$ cat config.mk
export PLATFORM = sky130hd
export DESIGN_NAME = counting_semaphore_with_wait_queue_core
export DESIGN_NICKNAME = d
export VERILOG_FILES = /design/src/hdl/csem_pkg.sv /design/src/hdl/csem_ram.sv /design/src/hdl/counting_semaphore_with_wait_queue_core.sv
export SDC_FILE = /design/constraint.sdc
export NUM_CORES = 1
export LEC_CHECK = 0
export ABC_AREA = 1
export BUFFER_PORTS_ARGS = -buffer_cell sky130_fd_sc_hd__buf_4
export CAP_MARGIN = 10
export CORE_UTILIZATION = 45
export DETAILED_ROUTE_END_ITERATION = 10
export GPL_TIMING_DRIVEN = 0
export SKIP_LAST_GASP = 1
export SLEW_MARGIN = 20
export SYNTH_ARGS = -nofsm -noshare
export SYNTH_HDL_FRONTEND = slang
export SYNTH_SLANG_ARGS = --single-unit
$ cat constraint.sdc
create_clock -name i_clk -period 5.1 [get_ports i_clk]
set_input_delay 0.765 -clock i_clk [delete_from_list [all_inputs] [get_ports i_clk]]
set_output_delay 0.765 -clock i_clk [all_outputs]
set_load 0.01 [all_outputs]
$ cat src/hdl/csem_pkg.sv
package csem_pkg;

    typedef enum logic [2:0] {
        EV_ENTERED  = 3'd0,
        EV_BLOCKED  = 3'd1,
        EV_EXITED   = 3'd2,
        EV_WOKEN    = 3'd3,
        EV_WAIT_FULL = 3'd4,
        EV_NO_HOLDER = 3'd5
    } t_event;

    localparam logic ACT_DOWN = 1'b0;
    localparam logic ACT_UP   = 1'b1;

    localparam int          RC_WIDTH = 5;
    localparam logic [4:0]  RC_RESET = 5'd9;
    localparam logic        REG_RESOURCE_COUNT = 1'b0;

endpackage

$ cat src/hdl/csem_ram.sv
module csem_ram #(
    parameter int WIDTH = 8,
    parameter int DEPTH = 16
) (
    input  logic                     i_clk,
    input  logic                     i_we,
    input  logic [$clog2(DEPTH)-1:0] i_waddr,
    input  logic [WIDTH-1:0]         i_wdata,
    input  logic [$clog2(DEPTH)-1:0] i_raddr,
    output logic [WIDTH-1:0]         o_rdata
);

    logic [WIDTH-1:0] r_mem [DEPTH];
    logic [WIDTH-1:0] r_rdata;

    always_ff @(posedge i_clk) begin
        if (i_we) begin
            r_mem[i_waddr] <= i_wdata;
        end
        r_rdata <= r_mem[i_raddr];
    end

    assign o_rdata = r_rdata;

endmodule

$ cat src/hdl/counting_semaphore_with_wait_queue_core.sv
// output: the first result is registered and valid in the cycle after the request is accepted
// throughput: one request per cycle while o_stall is low; a release that wakes a waiter
//   gives two results, the second once the first is taken, and holds off new requests meanwhile
// queue heads come from registered ram reads prefetched at the next head index
// reset: synchronous, active low; empties both queues, resource_count to 9
module counting_semaphore_with_wait_queue_core
    import csem_pkg::*;
#(
    parameter int QUEUE_DEPTH = 16,
    parameter int ID_WIDTH    = 8
) (
    input  logic        i_clk,
    input  logic        i_rst_n,
    input  logic        i_valid,
    output logic        o_stall,
    input  logic        i_action,
    input  logic [7:0]  i_process_id,
    output logic        o_valid,
    input  logic        i_stall,
    output logic [2:0]  o_event_res,
    output logic [7:0]  o_event_process,
    output logic        o_last,
    input  logic        psel,
    input  logic        penable,
    input  logic        pwrite,
    input  logic [2:0]  paddr,
    input  logic [31:0] pwdata,
    output logic [31:0] prdata,
    output logic        pready
);

    localparam int AW   = $clog2(QUEUE_DEPTH);
    localparam int CW   = $clog2(QUEUE_DEPTH + 1);
    localparam int SW   = AW + 1;
    localparam int CMPW = (CW > RC_WIDTH) ? CW : RC_WIDTH;

    function automatic logic [AW-1:0] wrap_idx(input logic [AW-1:0] base,
                                               input logic [CW-1:0] offs);
        logic [SW-1:0] s;
        logic [SW-1:0] t;
        s = SW'(base) + SW'(offs);
        t = (s >= SW'(QUEUE_DEPTH)) ? (s - SW'(QUEUE_DEPTH)) : s;
        return t[AW-1:0];
    endfunction

    logic [RC_WIDTH-1:0] r_rc;
    logic [AW-1:0]       r_h_head, n_h_head, r_w_head, n_w_head;
    logic [CW-1:0]       r_h_fill, n_h_fill, r_w_fill, n_w_fill;

    logic                r_o_valid, n_o_valid, r_s_valid, n_s_valid;
    logic [2:0]          r_o_res, n_o_res;
    logic [ID_WIDTH-1:0] r_o_proc, n_o_proc, r_s_proc, n_s_proc;
    logic                r_o_last, n_o_last;

    logic                r_h_fwd_v, r_w_fwd_v;
    logic [ID_WIDTH-1:0] r_h_fwd_d, r_w_fwd_d;

    logic                h_we, w_we;
    logic [AW-1:0]       h_waddr, w_waddr;
    logic [ID_WIDTH-1:0] h_wdata, w_wdata;
    logic [ID_WIDTH-1:0] h_rdata, w_rdata, h_head_val, w_head_val;

    logic                in_acc, out_acc, cfg_wr, wake;
    logic [15:0]         pid_ext, proc_ext;
    logic [ID_WIDTH-1:0] pid;
    logic [CW-1:0]       h_fill_m1;

    csem_ram #(.WIDTH(ID_WIDTH), .DEPTH(QUEUE_DEPTH)) u_holder_ram (
        .i_clk   (i_clk),
        .i_we    (h_we),
        .i_waddr (h_waddr),
        .i_wdata (h_wdata),
        .i_raddr (n_h_head),
        .o_rdata (h_rdata)
    );

    csem_ram #(.WIDTH(ID_WIDTH), .DEPTH(QUEUE_DEPTH)) u_waiter_ram (
        .i_clk   (i_clk),
        .i_we    (w_we),
        .i_waddr (w_waddr),
        .i_wdata (w_wdata),
        .i_raddr (n_w_head),
        .o_rdata (w_rdata)
    );

    assign o_stall = r_s_valid || (r_o_valid && i_stall);
    assign in_acc  = i_valid && !o_stall;
    assign out_acc = r_o_valid && !i_stall;
    assign cfg_wr  = psel && penable && pwrite && pready;

    assign pid_ext    = 16'(i_process_id);
    assign pid        = pid_ext[ID_WIDTH-1:0];
    assign h_head_val = r_h_fwd_v ? r_h_fwd_d : h_rdata;
    assign w_head_val = r_w_fwd_v ? r_w_fwd_d : w_rdata;
    assign h_fill_m1  = r_h_fill - CW'(1);

    always_comb begin
        n_h_head  = r_h_head;
        n_h_fill  = r_h_fill;
        n_w_head  = r_w_head;
        n_w_fill  = r_w_fill;
        h_we      = 1'b0;
        h_waddr   = wrap_idx(r_h_head, r_h_fill);
        h_wdata   = pid;
        w_we      = 1'b0;
        w_waddr   = wrap_idx(r_w_head, r_w_fill);
        w_wdata   = pid;
        wake      = 1'b0;
        n_o_valid = r_o_valid;
        n_o_res   = r_o_res;
        n_o_proc  = r_o_proc;
        n_o_last  = r_o_last;
        n_s_valid = r_s_valid;
        n_s_proc  = r_s_proc;

        if (out_acc) begin
            n_o_valid = r_s_valid;
            n_o_res   = EV_WOKEN;
            n_o_proc  = r_s_proc;
            n_o_last  = 1'b1;
            n_s_valid = 1'b0;
        end

        if (in_acc) begin
            n_o_valid = 1'b1;
            n_o_last  = 1'b1;
            n_o_proc  = pid;
            if (i_action == ACT_DOWN) begin
                if ((CMPW'(r_h_fill) < CMPW'(r_rc)) && (r_h_fill != CW'(QUEUE_DEPTH))) begin
                    h_we     = 1'b1;
                    n_h_fill = r_h_fill + CW'(1);
                    n_o_res  = EV_ENTERED;
                end else if (r_w_fill != CW'(QUEUE_DEPTH)) begin
                    w_we     = 1'b1;
                    n_w_fill = r_w_fill + CW'(1);
                    n_o_res  = EV_BLOCKED;
                end else begin
                    n_o_res  = EV_WAIT_FULL;
                end
            end else if (r_h_fill == '0) begin
                n_o_res  = EV_NO_HOLDER;
                n_o_proc = '0;
            end else begin
                wake     = (r_w_fill != '0) && (CMPW'(h_fill_m1) < CMPW'(r_rc));
                n_h_head = wrap_idx(r_h_head, CW'(1));
                n_h_fill = h_fill_m1;
                n_o_res  = EV_EXITED;
                n_o_proc = h_head_val;
                n_o_last = !wake;
                if (wake) begin
                    // woken waiter takes the freed slot at the tail
                    h_we      = 1'b1;
                    h_wdata   = w_head_val;
                    n_h_fill  = r_h_fill;
                    n_w_head  = wrap_idx(r_w_head, CW'(1));
                    n_w_fill  = r_w_fill - CW'(1);
                    n_s_valid = 1'b1;
                    n_s_proc  = w_head_val;
                end
            end
        end
    end

    always_ff @(posedge i_clk) begin
        if (!i_rst_n) begin
            r_rc      <= RC_RESET;
            r_h_head  <= '0;
            r_h_fill  <= '0;
            r_w_head  <= '0;
            r_w_fill  <= '0;
            r_o_valid <= 1'b0;
            r_s_valid <= 1'b0;
            r_h_fwd_v <= 1'b0;
            r_w_fwd_v <= 1'b0;
        end else begin
            if (cfg_wr && (paddr[2] == REG_RESOURCE_COUNT)) begin
                r_rc <= pwdata[RC_WIDTH-1:0];
            end
            r_h_head  <= n_h_head;
            r_h_fill  <= n_h_fill;
            r_w_head  <= n_w_head;
            r_w_fill  <= n_w_fill;
            r_o_valid <= n_o_valid;
            r_s_valid <= n_s_valid;
            // ram reads old data when written at the prefetched head
            r_h_fwd_v <= h_we && (h_waddr == n_h_head);
            r_w_fwd_v <= w_we && (w_waddr == n_w_head);
        end
        r_h_fwd_d <= h_wdata;
        r_w_fwd_d <= w_wdata;
        r_o_res   <= n_o_res;
        r_o_proc  <= n_o_proc;
        r_o_last  <= n_o_last;
        r_s_proc  <= n_s_proc;
    end

    assign proc_ext        = 16'(r_o_proc);
    assign o_valid         = r_o_valid;
    assign o_event_res     = r_o_res;
    assign o_event_process = proc_ext[7:0];
    assign o_last          = r_o_last;
    assign pready          = 1'b1;
    assign prdata          = (paddr[2] == REG_RESOURCE_COUNT) ? 32'(r_rc) : 32'd0;

    a_second_needs_first: assert property (@(posedge i_clk) disable iff (!i_rst_n)
        r_s_valid |-> r_o_valid)
        else $error("pending second result without a first");

    a_no_accept_on_second: assert property (@(posedge i_clk) disable iff (!i_rst_n)
        in_acc |-> !r_s_valid)
        else $error("request taken while a second result waits");

    a_holder_bound: assert property (@(posedge i_clk) disable iff (!i_rst_n)
        r_h_fill <= CW'(QUEUE_DEPTH))
        else $error("holder queue overfilled");

    a_waiter_bound: assert property (@(posedge i_clk) disable iff (!i_rst_n)
        r_w_fill <= CW'(QUEUE_DEPTH))
        else $error("wait queue overfilled");

    a_wake_keeps_fill: assert property (@(posedge i_clk) disable iff (!i_rst_n)
        (in_acc && wake) |=> (r_h_fill == $past(r_h_fill)) && r_s_valid)
        else $error("wake did not refill the holder queue");

endmodule
==> metrics.md <==
| Metric | Value |
|---|---|
| Die H | `184.7 um` |
| Postcts setup bufs | `0` |
| Worst hold path type | `input pin to register` |
| Pin count of the biggest net entering global routing | `20` |
| Post-synthesis sequential area ratio | `0.6301` |
| Hold Path End | `r_rc[0]` |
| CP Data Arrival Time | `3.93 ns` |
| Setup crit start | `r_h_fill[0]` |
| Least-Margin Pin Slew | `0.8541 ns` |
| Post-DP HPWL | `24930 um` |
| Initial core utilization | `0.4595` |
| Main synth FF type | `edfxtp_1` |
| Clock root cell | `clkbuf_16` |
| DR vias | `10360` |
| CP Launch Type | `register` |
| RSZ-0062 raised after global routing | `no` |
| Crit Path Max Fanout | `8` |
| # H-tree levels | `2` |
| R2R Path Start | `r_h_fill[0]` |
| Layout cell share with drive strength beyond 1 | `0.1374` |
| Routability-driven placement congestion ratio | `0.9012` |
| Starting DRT DRC Count | `830` |
| Synth area leader | `edfxtp_1` |
| Worst-path clk slew | `0.06 ns` |
| Tmin final | `3.784 ns` |
| Number of buffers created by CTS | `36` |
| Share of the synthesized area in the top cell type | `0.5515` |
| Fill cell count | `2905` |
| Avg Inst Size Synth | `10.65 um^2` |
| Crit. End Element | `register` |
| Grt ovf | `0` |
| Worst Slack Setup Final | `1.316 ns` |
| Syn. warnings | `0` |
| PD cells | `478.1 nW/um^2` |
| Port Buf Inserts | `40` |
| Seq cells post-synth | `335` |
| Vias in the first global route | `9770` |
| R2R cell count | `15` |
| Pre-antenna DRT Iters | `5` |
| Pleak | `6.944 nW` |
| Fraction of the cycle the final worst path needs | `0.7420` |
| Clk buf depth | `3` |
| Cell area after synthesis | `15030 um^2` |
| Top cells by count, synth | `276 x edfxtp_1, 246 x nand2_1, 221 x nand3_1, 194 x inv_1, 76 x nor2_1` |
| Rel. slew slack | `0.4292` |
| Global-route wire length before repair | `55530 um` |
| Worst skew pair latency | `0.53 ns` |
| Fmax | `264.3 MHz` |
| Final Max Tran Viols | `0` |
| Post-synth ARST share | `0` |
| Crit Path Class | `register to register` |
| Detailed Route WL | `36460 um` |
| Hold_sp | `pwdata[0]` |
| Run status | `finished, final reports clean` |
| CP Data Required Time | `5.25 ns` |
| Post-CTS sizing | `0` |
| Die footprint | `34130 um^2` |
| Pre-CTS setup slack | `1.344 ns` |
| Post-Layout Cell Count | `1985` |
| Final nets | `1591` |
| Synth cell types | `43` |
| Num Clock Sinks | `335` |
| R2R Setup Slk | `1.32 ns` |
| # rows | `66` |
| Die width | `184.7 um` |
| Worst Skew | `0.02349 ns` |
| Core ar. | `32700 um^2` |
| Via density | `5.221` |
| Area growth syn-to-layout | `13.59%` |
| Initial antenna violation count | `0` |
| # diodes | `0` |
| Top Ports | `98` |
| Max rail drop VDD | `0.2131 mV` |
| Most common cell in the netlist | `edfxtp_1` |
| Synth Instances | `1411` |
| GRT Util Overall | `0.2183` |
| Reg-to-reg endpoint | `u_holder_ram.r_mem[3][3]` |
| Final Hold Fails | `0` |
| Detail Route Antenna Nets | `0` |
| Min-Delay Path Depth | `3` |
| Avg WL per Cell | `18.37 um` |
| Max cap viols | `0` |
| CTS tree | `yes` |
| Final setup fails | `0` |
| Post-synth EDFFs | `276` |
| Hold buffer count at cts | `0` |
| Dpl cells | `1920` |
| Top cells by area, synth | `edfxtp_1 55%, dfxtp_1 7.9%, nand3_1 7.4%` |
| Setup TNS | `0 ns` |
| Residual DRC | `0` |
state kept, by name, indices dropped and copies added (netlist names):
signal / flops
r_w_head: 4
o_last: 1
u_holder_ram.o_rdata: 8
u_holder_ram.r_mem: 128
r_h_fwd_d: 8
o_event_process: 8
r_h_fill: 5
u_waiter_ram.o_rdata: 8
r_w_fill: 5
r_h_fwd_v: 1
r_h_head: 4
o_valid: 1
r_w_fwd_d: 8
u_waiter_ram.r_mem: 128
r_s_proc: 8
r_w_fwd_v: 1
r_rc: 5
r_s_valid: 1
o_event_res: 3
worst max-delay path, stage by stage, from the launching register on:
cell,delay [ns]
dfxtp_1,0.39
inv_1,0.13
ha_1,0.27
nand2_1,0.10
o21ai_0,0.16
nand2_1,0.10
ha_1,0.31
nand2_1,0.08
inv_1,0.04
nand2_1,0.06
nand2_1,0.06
nor2_2,0.31
nand3_1,0.14
a21oi_2,0.30
nand3_1,0.27
nor2_1,0.69
power breakdown:
group          internal, W  switching (W)
logic             0.000755        0.00160
registers          0.00327      0.0000987
clock network      0.00139        0.00104
total              0.00542        0.00274
metal layers:
layer,wire (um),GRT usage,part of all wire
met4,789,0.06050,0.022
met3,2697,0.03734,0.074
met1,16780,0.3158,0.46
met2,16190,0.3380,0.44
met5,0,0,0
placed cells by master, fill, tap and decap left out, types with 4 or more instances in the layout:
master and count:
dfxtp_1 59, clkinv_1 5, nand2_2 4, buf_2 39
buf_4 78, o311ai_0 8, o211ai_1 64, nor2_1 76
inv_2 6, clkinv_2 4, clkbuf_1 27, nand4_1 4
mux2_2 8, conb_1 28, or2_2 9, buf_6 6
edfxtp_1 276, inv_1 194, nand2_1 246, xnor2_1 7
nand3b_1 33, clkbuf_16 37, o21ai_0 21, ha_1 21
nand3_1 221, xor2_1 8, a21oi_1 19
area by class of cell:
cell class	instances	area (um^2)	share of cell area
repair buffers	41	307.8	0.01803
well taps	442	553.0	0.03240
plain buffers	93	581.8	0.03409
multi-input cells	805	4308	0.2524
flip-flops and latches	335	9469	0.5548
inverters	204	765.7	0.04486
clock buffers	57	1031	0.06040
clock inverters	8	52.55	0.003079
kinds of logic (layout without fill, tap and decap cells):
group / after synthesis / after routing / synth area share
fa+ha+maj: 24 / 24 / 0.02148
xor+xnor: 15 / 15 / 0.008743
compound gates: 124 / 124 / 0.05662
mux: 8 / 8 / 0.005995
simple gates: 606 / 606 / 0.1868
other cells: 2 / 28 / 0.0004998
buf+inv: 297 / 403 / 0.08968
flops: 335 / 335 / 0.6301
per-stage QoR:
| stage | utilization | cell area, um^2 | hold slack [ns] | power (W) |
|---|---|---|---|---|
| final | 0.5220 | 17070 | 0.4772 | 0.008161 |
| after global routing | 0.5220 | 17070 | 0.4740 | 0.008591 |
| after detailed placement | 0.4888 | 15990 | 0.5011 | 0.005776 |
| after floorplan | - | 15120 | 0.4635 | 0.004990 |
| after global placement | 0.4886 | 15980 | 0.4824 | 0.005734 |
| after CTS | 0.5220 | 17070 | 0.4569 | 0.008190 |
how the worst max path moves through the flow:
stage                                endpoint  slack (ns)  depth (start not counted)
finish               u_holder_ram.r_mem[3][3]        1.32                         15
global route        u_holder_ram.r_mem[10][5]        0.98                         15
global placement     u_holder_ram.r_mem[3][1]        1.40                         13
detailed placement   u_holder_ram.r_mem[3][1]        1.34                         15
floorplan           u_holder_ram.r_mem[12][0]        2.20                         15
CTS                  u_holder_ram.r_mem[3][4]        1.32                         15
Note: power is estimated with default switching activity, not from simulation.
